==> src/rtl/ldbic_pkg.sv <==
// shared types, constants and helper functions of the lamp dimmer controller
`default_nettype none
package ldbic_pkg;

  localparam int unsigned CFG_IDX_W = 3;
  localparam int unsigned CFG_DATA_W = 32;

  // configuration register indexes
  localparam logic [CFG_IDX_W-1:0] CFG_DEBOUNCE   = 3'd0;
  localparam logic [CFG_IDX_W-1:0] CFG_LONG_PRESS = 3'd1;
  localparam logic [CFG_IDX_W-1:0] CFG_CODE_HALF  = 3'd2;
  localparam logic [CFG_IDX_W-1:0] CFG_CODE_OFF   = 3'd3;
  localparam logic [CFG_IDX_W-1:0] CFG_CODE_UP    = 3'd4;
  localparam logic [CFG_IDX_W-1:0] CFG_CODE_DOWN  = 3'd5;

  // configuration reset values
  localparam logic [15:0] RST_DEBOUNCE   = 16'd100;
  localparam logic [15:0] RST_LONG_PRESS = 16'd1000;
  localparam logic [31:0] RST_CODE_HALF  = 32'h01FE50AF;
  localparam logic [31:0] RST_CODE_OFF   = 32'h01FEF807;
  localparam logic [31:0] RST_CODE_UP    = 32'h01FEE01F;
  localparam logic [31:0] RST_CODE_DOWN  = 32'h01FE906F;

  localparam logic [6:0] LEVEL_FULL = 7'd100;
  localparam logic [6:0] LEVEL_HALF = 7'd50;
  localparam logic [6:0] LEVEL_STEP = 7'd10;
  localparam logic [6:0] LEVEL_ZERO = 7'd0;

  // level*255/100 as one constant multiply: floor(x*1336965 / 2^19)
  localparam logic [27:0] DUTY_MUL = 28'd1336965;

  typedef enum logic [1:0] {
    OP_IR         = 2'd0,
    OP_BUTTON     = 2'd1,
    OP_REMOTE_ON  = 2'd2,
    OP_REMOTE_OFF = 2'd3
  } op_t;

  typedef enum logic [1:0] {
    KIND_NONE    = 2'd0,
    KIND_SHORT   = 2'd1,
    KIND_LONG    = 2'd2,
    KIND_RELEASE = 2'd3
  } press_kind_t;

  typedef enum logic [1:0] {
    MODE_SECOND = 2'd0,
    MODE_FIRST  = 2'd1,
    MODE_BOTH   = 2'd2,
    MODE_NONE   = 2'd3
  } out_mode_t;

  typedef struct packed {
    logic [15:0] debounce_ms;
    logic [15:0] long_press_ms;
    logic [31:0] code_half;
    logic [31:0] code_off;
    logic [31:0] code_up;
    logic [31:0] code_down;
  } cfg_t;

  typedef struct packed {
    logic [6:0]  level;
    logic [2:0]  press_step;
    out_mode_t   mode;
    logic [31:0] last_edge_time;
    logic [31:0] press_start_time;
    logic        press_pending;
  } state_t;

  typedef struct packed {
    op_t         opcode;
    logic [31:0] ir_code;
    logic        button_level;
    logic [31:0] time_ms;
    logic        has_level;
    logic [7:0]  level_value;
  } item_t;

  typedef struct packed {
    logic [6:0]  brightness;
    out_mode_t   output_mode;
    logic [7:0]  duty_first;
    logic [7:0]  duty_second;
    press_kind_t press_kind;
  } result_t;

  function automatic logic [7:0] scale_duty(input logic [6:0] lv);
    logic [27:0] prod;
    prod = {21'd0, lv} * DUTY_MUL;
    return prod[26:19];
  endfunction

  function automatic out_mode_t next_mode(input out_mode_t m);
    out_mode_t r;
    case (m)
      MODE_SECOND: r = MODE_FIRST;
      MODE_FIRST:  r = MODE_BOTH;
      MODE_BOTH:   r = MODE_SECOND;
      default:     r = MODE_FIRST;
    endcase
    return r;
  endfunction

endpackage
`default_nettype wire

==> src/rtl/ldbic_step.sv <==
// next state and result of one event, given the current state and configuration
`default_nettype none
module ldbic_step
  import ldbic_pkg::*;
(
  input  var cfg_t    cfg,
  input  var state_t  cur,
  input  var item_t   item,
  output var state_t  nxt,
  output var result_t res
);

  logic [31:0] since_edge;
  logic [31:0] held;
  logic        held_long;
  logic [7:0]  level_up;
  logic [7:0]  duty;
  logic [2:0]  step_inc;
  press_kind_t kind;

  assign since_edge = item.time_ms - cur.last_edge_time;
  assign held       = item.time_ms - cur.press_start_time;
  assign held_long  = held >= {16'd0, cfg.long_press_ms};
  assign level_up   = {1'b0, cur.level} + {1'b0, LEVEL_STEP};
  assign step_inc   = cur.press_step + 3'd1;

  always_comb begin
    nxt  = cur;
    kind = KIND_NONE;
    case (item.opcode)
      OP_IR: begin
        // first match wins: half, off, up, down
        if (item.ir_code == cfg.code_half) begin
          nxt.level = LEVEL_HALF;
        end else if (item.ir_code == cfg.code_off) begin
          nxt.level = LEVEL_ZERO;
        end else if (item.ir_code == cfg.code_up) begin
          nxt.level = (level_up >= {1'b0, LEVEL_FULL}) ? LEVEL_FULL : level_up[6:0];
        end else if (item.ir_code == cfg.code_down) begin
          nxt.level = (cur.level <= LEVEL_STEP) ? LEVEL_ZERO : cur.level - LEVEL_STEP;
        end
      end
      OP_BUTTON: begin
        if (since_edge >= {16'd0, cfg.debounce_ms}) begin
          nxt.last_edge_time = item.time_ms;
          if (!item.button_level) begin
            if (!cur.press_pending) begin
              nxt.press_start_time = item.time_ms;
              nxt.press_pending    = 1'b1;
            end else if (held_long) begin
              kind              = KIND_LONG;
              nxt.press_pending = 1'b0;
            end
          end else begin
            nxt.press_pending = 1'b0;
            if (!cur.press_pending) begin
              kind = KIND_RELEASE;
            end else if (!held_long) begin
              kind           = KIND_SHORT;
              nxt.press_step = step_inc;
              case (step_inc)
                3'd1: nxt.level = 7'd25;
                3'd2: nxt.level = 7'd33;
                3'd3: nxt.level = LEVEL_HALF;
                3'd4: nxt.level = LEVEL_FULL;
                default: begin
                  // wrap of the press cycle: off and next mode
                  nxt.level      = LEVEL_ZERO;
                  nxt.press_step = 3'd0;
                  nxt.mode       = next_mode(cur.mode);
                end
              endcase
            end
          end
        end
      end
      OP_REMOTE_ON: begin
        if (item.has_level) begin
          nxt.level = (item.level_value > {1'b0, LEVEL_FULL}) ? LEVEL_FULL
                                                              : item.level_value[6:0];
        end else begin
          nxt.level = LEVEL_HALF;
        end
      end
      default: begin
        nxt.level = LEVEL_ZERO;
        nxt.mode  = next_mode(cur.mode);
      end
    endcase
  end

  assign duty = scale_duty(nxt.level);

  always_comb begin
    res.brightness  = nxt.level;
    res.output_mode = nxt.mode;
    res.press_kind  = kind;
    res.duty_first  = 8'd0;
    res.duty_second = 8'd0;
    case (nxt.mode)
      MODE_SECOND: res.duty_second = duty;
      MODE_FIRST:  res.duty_first  = duty;
      MODE_BOTH: begin
        res.duty_first  = duty;
        res.duty_second = duty;
      end
      default: begin
        res.duty_first  = 8'd0;
        res.duty_second = 8'd0;
      end
    endcase
  end

endmodule
`default_nettype wire

==> src/rtl/lamp_dimmer_button_ir_controller_top.sv <==
// top level of the lamp dimmer controller: input register, state, result register
//
//  channel | direction | handshake             | payload
//  in_     | in        | in_valid / in_ready   | opcode, ir_code, button_level, time_ms,
//          |           |                       | has_level, level_value
//  out_    | out       | out_valid / out_ready | brightness, output_mode, duty_first,
//          |           |                       | duty_second, press_kind
//  cfg_    | in        | cfg_valid / cfg_ready | cfg_index (3 bit), cfg_data (32 bit)
//
// one item per cycle sustained while out_ready is high; out_valid rises once the
// accepted item has passed the input register, the state update and result register
// in_ready stays high while the input register is empty or moves on, so a waiting
// result does not block the next item until both registers are full
// cfg_ready is always high; reset restores state to zero and configuration registers to defaults
`default_nettype none
module lamp_dimmer_button_ir_controller_top
  import ldbic_pkg::*;
(
  input  wire logic                  clk,
  input  wire logic                  rst_n,

  input  wire logic                  in_valid,
  output wire logic                  in_ready,
  input  wire logic [1:0]            in_opcode,
  input  wire logic [31:0]           in_ir_code,
  input  wire logic                  in_button_level,
  input  wire logic [31:0]           in_time_ms,
  input  wire logic                  in_has_level,
  input  wire logic [7:0]            in_level_value,

  output wire logic                  out_valid,
  input  wire logic                  out_ready,
  output wire logic [6:0]            out_brightness,
  output wire logic [1:0]            out_output_mode,
  output wire logic [7:0]            out_duty_first,
  output wire logic [7:0]            out_duty_second,
  output wire logic [1:0]            out_press_kind,

  input  wire logic                  cfg_valid,
  output wire logic                  cfg_ready,
  input  wire logic [CFG_IDX_W-1:0]  cfg_index,
  input  wire logic [CFG_DATA_W-1:0] cfg_data
);

  cfg_t    cfg_r;
  state_t  state_r;
  state_t  state_nxt;
  item_t   item_r;
  logic    item_v_r;
  result_t res_r;
  result_t res_nxt;
  logic    res_v_r;
  logic    advance;

  assign advance   = item_v_r && (!res_v_r || out_ready);
  assign in_ready  = !item_v_r || advance;
  assign cfg_ready = 1'b1;

  always_ff @(posedge clk) begin
    if (!rst_n) begin
      cfg_r.debounce_ms   <= RST_DEBOUNCE;
      cfg_r.long_press_ms <= RST_LONG_PRESS;
      cfg_r.code_half     <= RST_CODE_HALF;
      cfg_r.code_off      <= RST_CODE_OFF;
      cfg_r.code_up       <= RST_CODE_UP;
      cfg_r.code_down     <= RST_CODE_DOWN;
    end else if (cfg_valid) begin
      case (cfg_index)
        CFG_DEBOUNCE:   cfg_r.debounce_ms   <= cfg_data[15:0];
        CFG_LONG_PRESS: cfg_r.long_press_ms <= cfg_data[15:0];
        CFG_CODE_HALF:  cfg_r.code_half     <= cfg_data;
        CFG_CODE_OFF:   cfg_r.code_off      <= cfg_data;
        CFG_CODE_UP:    cfg_r.code_up       <= cfg_data;
        CFG_CODE_DOWN:  cfg_r.code_down     <= cfg_data;
        default: ;
      endcase
    end
  end

  // input register
  always_ff @(posedge clk) begin
    if (!rst_n) begin
      item_v_r <= 1'b0;
    end else if (in_ready) begin
      item_v_r <= in_valid;
    end
  end

  always_ff @(posedge clk) begin
    if (in_valid && in_ready) begin
      item_r.opcode       <= op_t'(in_opcode);
      item_r.ir_code      <= in_ir_code;
      item_r.button_level <= in_button_level;
      item_r.time_ms      <= in_time_ms;
      item_r.has_level    <= in_has_level;
      item_r.level_value  <= in_level_value;
    end
  end

  ldbic_step u_step (
    .cfg  (cfg_r),
    .cur  (state_r),
    .item (item_r),
    .nxt  (state_nxt),
    .res  (res_nxt)
  );

  always_ff @(posedge clk) begin
    if (!rst_n) begin
      state_r <= '0;
      res_v_r <= 1'b0;
    end else begin
      if (advance) begin
        state_r <= state_nxt;
      end
      if (advance) begin
        res_v_r <= 1'b1;
      end else if (out_ready) begin
        res_v_r <= 1'b0;
      end
    end
  end

  always_ff @(posedge clk) begin
    if (advance) begin
      res_r <= res_nxt;
    end
  end

  assign out_valid       = res_v_r;
  assign out_brightness  = res_r.brightness;
  assign out_output_mode = res_r.output_mode;
  assign out_duty_first  = res_r.duty_first;
  assign out_duty_second = res_r.duty_second;
  assign out_press_kind  = res_r.press_kind;

endmodule
`default_nettype wire
==> config.mk <==
export PLATFORM = sky130hd
export DESIGN_NAME = lamp_dimmer_button_ir_controller_top
export DESIGN_NICKNAME = d
export VERILOG_FILES = /design/src/rtl/ldbic_pkg.sv /design/src/rtl/ldbic_step.sv /design/src/rtl/lamp_dimmer_button_ir_controller_top.sv
export SDC_FILE = /design/constraint.sdc
export NUM_CORES = 1
export LEC_CHECK = 0
export BUFFER_PORTS_ARGS = -buffer_cell sky130_fd_sc_hd__buf_4
export CORE_MARGIN = 3
export CORE_UTILIZATION = 60
export DETAILED_ROUTE_END_ITERATION = 10
export MAX_ROUTING_LAYER = met4
export PLACE_DENSITY_LB_ADDON = 0.05
export SYNTH_ARGS = -nofsm -noshare
export SYNTH_HDL_FRONTEND = slang
export SYNTH_HIERARCHICAL = 1
export SYNTH_SLANG_ARGS = --single-unit
==> constraint.sdc <==
create_clock -name clk -period 10.7 [get_ports clk]
set_clock_uncertainty 0.1 [all_clocks]
set_input_delay 0.535 -clock clk [delete_from_list [all_inputs] [get_ports clk]]
set_output_delay 0.535 -clock clk [all_outputs]
set_load 0.005 [all_outputs]
# --- Word level (Yosys, flattened, before mapping) ---
# Cells that the tools add are included.
totals:
  regBits: 342
  in_bits: 116
  output_inout_bits: 30
  wordCells: 111
classes:
  add_sub_neg: 5
  n_mul: 1
  magnitude_cmp: 5
  eq_ne: 19
  mux: 29
  bitwise_logic: 3
  n_reduce_logical: 24
ops:
  columns: ["cell", "count"]
  rows:
  - ["$eq A32 B32 Y1", 4]
  - ["$mux W77", 1]
  - ["$ge A32 B16 Y1", 2]
  - ["$mux W32", 2]
  - ["$sub A32 B32 Y32", 2]
  - ["$mux W7", 8]
  - ["$mux W12", 3]
  - ["$pmux W7 S4", 1]
  - ["$mul A7 B21 Y27 const B", 1]
  - ["$pmux W7 S3", 1]
  - ["$reduce_and A2 Y1", 7]
  - ["$eq A3 B2 Y1 const B", 4]
  - ["$eq A3 B3 Y1 const B", 3]
  - ["$add A7 B4 Y8 const B", 1]
  - ["$ge A8 B7 Y1 const B", 1]
  - ["$gt A8 B7 Y1 const B", 1]
  - ["$mux W2", 4]
  - ["$pmux W2 S2", 2]
  - ["$le A7 B4 Y1 const B", 1]
  - ["$sub A7 B4 Y7 const B", 1]
  - ["$eq A2 B1 Y1 const B", 3]
  - ["$eq A2 B2 Y1 const B", 3]
  - ["$eq A3 B1 Y1 const B", 2]
  - ["$mux W1", 6]
  - ["other kinds (14)", 22]

# --- Longest topological paths before layout ---
logic_depth:
  word_depth: 11
  mapped_depth: 43
  ltp_nobuf: 42

# --- Cells and area by module ---
# Netlist, hierarchy kept.
modules_own_cells:
  columns: ["mod", "instances", "cells_each", "area_per_inst_um2", "seq_area_each_um2"]
  rows:
  - ["lamp_dimmer_button_ir_controller_top", 1, 1081, 11607.4, 7877.6]
  - ["ldbic_step", 1, 1389, 10063.4, 0.0]

# --- Least setup slack after synthesis ---
# Ideal clock, no wire load.
synth_timing:
  kind: "register -> register"
  from: "reg item_r[9] in the netlist's numbering"
  to: "reg res_r (netlist bit out_duty_first[7]), data pin"
  setup_ps: 267
  t_arrival_ps: 8453
  t_required_ps: 10333
  setup_slack_ps: 1880
  path_stages_with_launch: 40
  path_buffers: 0
  period_less_slack_ps: 8820
  cell_sequence: "edfxtp_1 -> inv_1 -> ha_1 -> fa_1 -> and2b_1 -> o2111ai_1 -> a2111oi_0 -> nor2_1 -> xnor2_1 -> ha_1 -> a21oi_1 -> a21boi_0 -> a2111oi_0 -> o211ai_1 -> nor3_1 -> o211ai_1 -> a2111oi_4 -> nand4_2 -> [4 not listed] -> fa_1 -> ha_1 -> inv_1 -> fa_1 -> inv_1 -> ha_1 -> a21o_1 -> a21o_1 -> a21oi_1 -> o21ai_0 -> a21oi_1 -> o211ai_1 -> a21o_1 -> a21oi_1 -> o21ai_0 -> a31oi_2 -> o31ai_2 -> mux2i_1"
synth_lines:
  columns: ["item", "line_no", "source"]
  rows:
  - ["from (decl)", "lamp_dimmer_button_ir_controller_top.sv:48", "item_t item_r;"]
  - ["to (signal assigned)", "lamp_dimmer_button_ir_controller_top.sv:126", "res_r <= res_nxt;"]
  - ["to (decl)", "lamp_dimmer_button_ir_controller_top.sv:50", "result_t res_r;"]

==> reports/qor.yml <==
outcome:
  status: "completed"
worst_hold_path:
  hold_end: "item_r[45]"
  min_from: "in_ir_code[3]"
  worstHoldPathCells: 1
  hp-class: "primary input to register"
clocking:
  clk_path_buf_depth: 3
  path_clk_slew_ns: 0.06
  clock_latency_ns: 0.57
  cts_tree: "built"
  cts-root-buf: "clkbuf_16"
  cts.sinks: 342
  cts_buffers: 37
  htreeDepth: 2
route:
  drt-met1-wl_microns: 25690
  routedWlPerCell_microns: 19.32
  drt_wl_total_microns: 58470
  vias: 18403
  firstDrtPassIters: 6
  wl_met3_microns: 3943
  wl_met2_microns: 27630
  dr.max_layer_used: "met4"
  viasPerCell: 6.080
  ant_nets: 0
  first_iter_violations: 1447
  drc: 0
synth:
  synth-async-reset-ratio_pct: 0
  synth_cells: 2470
  synth_area_leaders: "dfxtp_1 (22%), edfxtp_1 (14%), ha_1 (9.2%)"
  seq_area_frac_synth_pct: 36.35
  syn_avg_cell_area_sq_um: 8.774
  syn_area_sq_um: 21670
  synth_seq_cells: 342
  synth.largest_area_cell: "dfxtp_1"
  synth_cell_types: 101
  synth_edf_count: 103
  yosys_warnings: 6
  syn_nets: 2760
  synth_ff_type: "dfxtp_1"
  synth_top_area_share_pct: 22.08
floorplan:
  rows: 68
  dieArea_sq_um: 38430
  core-area_sq_um: 35050
  ios: 146
  die_width_microns: 196.0
  start_util_pct: 61.82
  die_h_microns: 196.0
timing:
  min_period_over_period_pct: 93.63
  setup_violations: 0
  finalWorstSetupSlack_ns: 0.6812
  whs_ns: 0.03716
  fmax_ghz: 0.09981
  finalHoldViolCount: 0
  slew_headroom_pct: 17.97
  worst_pin_slew_ns: 1.220
  fin_setup_tns_ns: 0
  rsz0062_at_grt: "no"
  layout_min_cycle_time_ns: 10.02
  report.final.slew_viol_count: 0
placement:
  portBuffers: 144
  numPlacedInstances: 2956
  pre_cts_slack_ns: 0.4284
  place_congestion: 0.9544
  dp_hpwl_microns: 42770
run:
  cap_violations: 0
finish:
  nNetsFinal: 2832
  syn_to_final_growth_pct: 11.66
  drive_above_1_share_pct: 12.80
  fillers: 2865
  instances_no_fill: 3027
  final_common_cell: "nand2_1"
  postLayoutCoreUtil_pct: 69.03
  layout_common_cells: "nand2_1 (402), dfxtp_1 (239), nand3_1 (183)"
global_route:
  overflow: 0
  grt_pass1_wl_microns: 92340
  antenna_found_initial: 1
  grt_usage_pct: 30.49
  grt_pass1_vias: 17628
  grt_max_degree: 143
worst_setup_path:
  worstPathMaxFanout: 7
  worstPathArrival_ns: 10.32
  cp_slowest_stage_delay_ns: 0.56
  crit_type: "register to register"
  regToRegEndpoint: "out_duty_second[3]"
  reg2reg_slack_ns: 0.68
  rr_startpoint: "item_r[9]"
  cp_slowest_cell: "a2111oi_2"
  cp.required_ns: 11.00
  worstSetupStartpointType: "register"
  endpoint_kind: "register"
  rr_worst_depth: 40
power_and_ir_drop:
  power_density_nw_per_um2: 137.9
  ir_drop_mv: 0.2057
  power.leakage_nw: 9.862
-- synth_stat cells (18+ instances only) --
cell type / count
o211ai_1: 18
ha_1: 159
nor4_1: 32
buf_2: 26
a21oi_1: 97
mux2_2: 65
o21a_1: 23
inv_1: 149
dfxtp_1: 239
edfxtp_1: 103
a21o_1: 28
nor3_1: 31
o21ai_0: 150
nand3_1: 183
mux2i_1: 98
nand4_1: 43
clkbuf_1: 80
nand2_1: 402
xnor2_1: 81
nor2_1: 83
xor2_1: 96
-- layout make-up --
cell class / instances / area (sq um) / area share, %
antenna: 1 / 2.502 / 0.01034
clock buffer: 52 / 1022 / 4.224
clock inverter: 16 / 260.3 / 1.075
inverter: 150 / 563.0 / 2.327
multi-input combinational: 1849 / 12680 / 52.40
sequential: 342 / 7878 / 32.55
tap: 455 / 569.3 / 2.353
timing repair buffer: 162 / 1224 / 5.057
-- metrics by stage --
stage	cell area, sq um	total power [W]
6_report	24200	0.003337
2_1_floorplan	21670	0.001816
3_3_place_gp	22890	0.001979
5_1_grt	24200	0.003469
3_5_place_dp	22890	0.001992
4_1_cts	24170	0.003348
-- worst max-delay path, delay by kind of cell, from the launching register on --
kind	cells	cell delay, ns
muxes	1	0.24
AOI/OAI and AO/OA	20	4.43
adders and majority gates	8	2.84
buffers and inverters	4	0.32
DFF	1	0.34
and+or+nand+nor	6	1.41
xor gates and xnor gates	1	0.16
-- how the worst max path moves through the flow --
stage	from	slack, ns	cells after the start	to
detailed placement	item_r[9]	0.43	40	out_duty_second[7]
global placement	item_r[9]	0.83	40	out_duty_first[7]
global route	item_r[9]	0.04	39	out_duty_second[3]
CTS	item_r[9]	0.31	40	out_duty_second[7]
finish	item_r[9]	0.68	40	out_duty_second[3]
floorplan	item_r[9]	1.88	39	out_duty_first[7]
-- where the power goes --
part	leakage, nW	total [W]	internal (W)	switching [W]
clock	0.627	0.00136	0.000800	0.000558
sequential	2.94	0.00143	0.00139	0.0000439
combinational	6.30	0.000549	0.000223	0.000326
total	9.86	0.00334	0.00241	0.000928
-- routing by layer --
metal | GRT usage (%) | vias up
met5 | - | -
met4 | 8.292 | 0
met3 | 4.190 | 82
met2 | 49.20 | 609
met1 | 40.62 | 8826
li1 | - | 8886
-- flip-flops by register name (all words and copies together), names as in the netlist --
name / flops
item_r: 76
out_valid: 1
out_press_kind: 2
state_r: 77
item_v_r: 1
out_duty_second: 8
out_brightness: 7
out_duty_first: 8
cfg_r: 160
out_output_mode: 2
-- repair_timing --
action                                  CTS  global route
hold buffers                              0             0
gates resized for setup                   0             3
endpoints found under the hold margin     0             0
setup buffers                             0             2
endpoints found under the setup margin    0            12
-- cells by family after synthesis --
logic type               synth area share [%]
AND/OR/NAND/NOR                         19.35
AO/OA/AOI/OAI                           13.24
flip-flops                              36.35
buffers and inverters                   5.358
XOR/XNOR                                7.154
adder cells (fa/ha/maj)                 10.57
multiplexers                            7.968
other                                 0.01730
(Power assumes the default switching activity.)
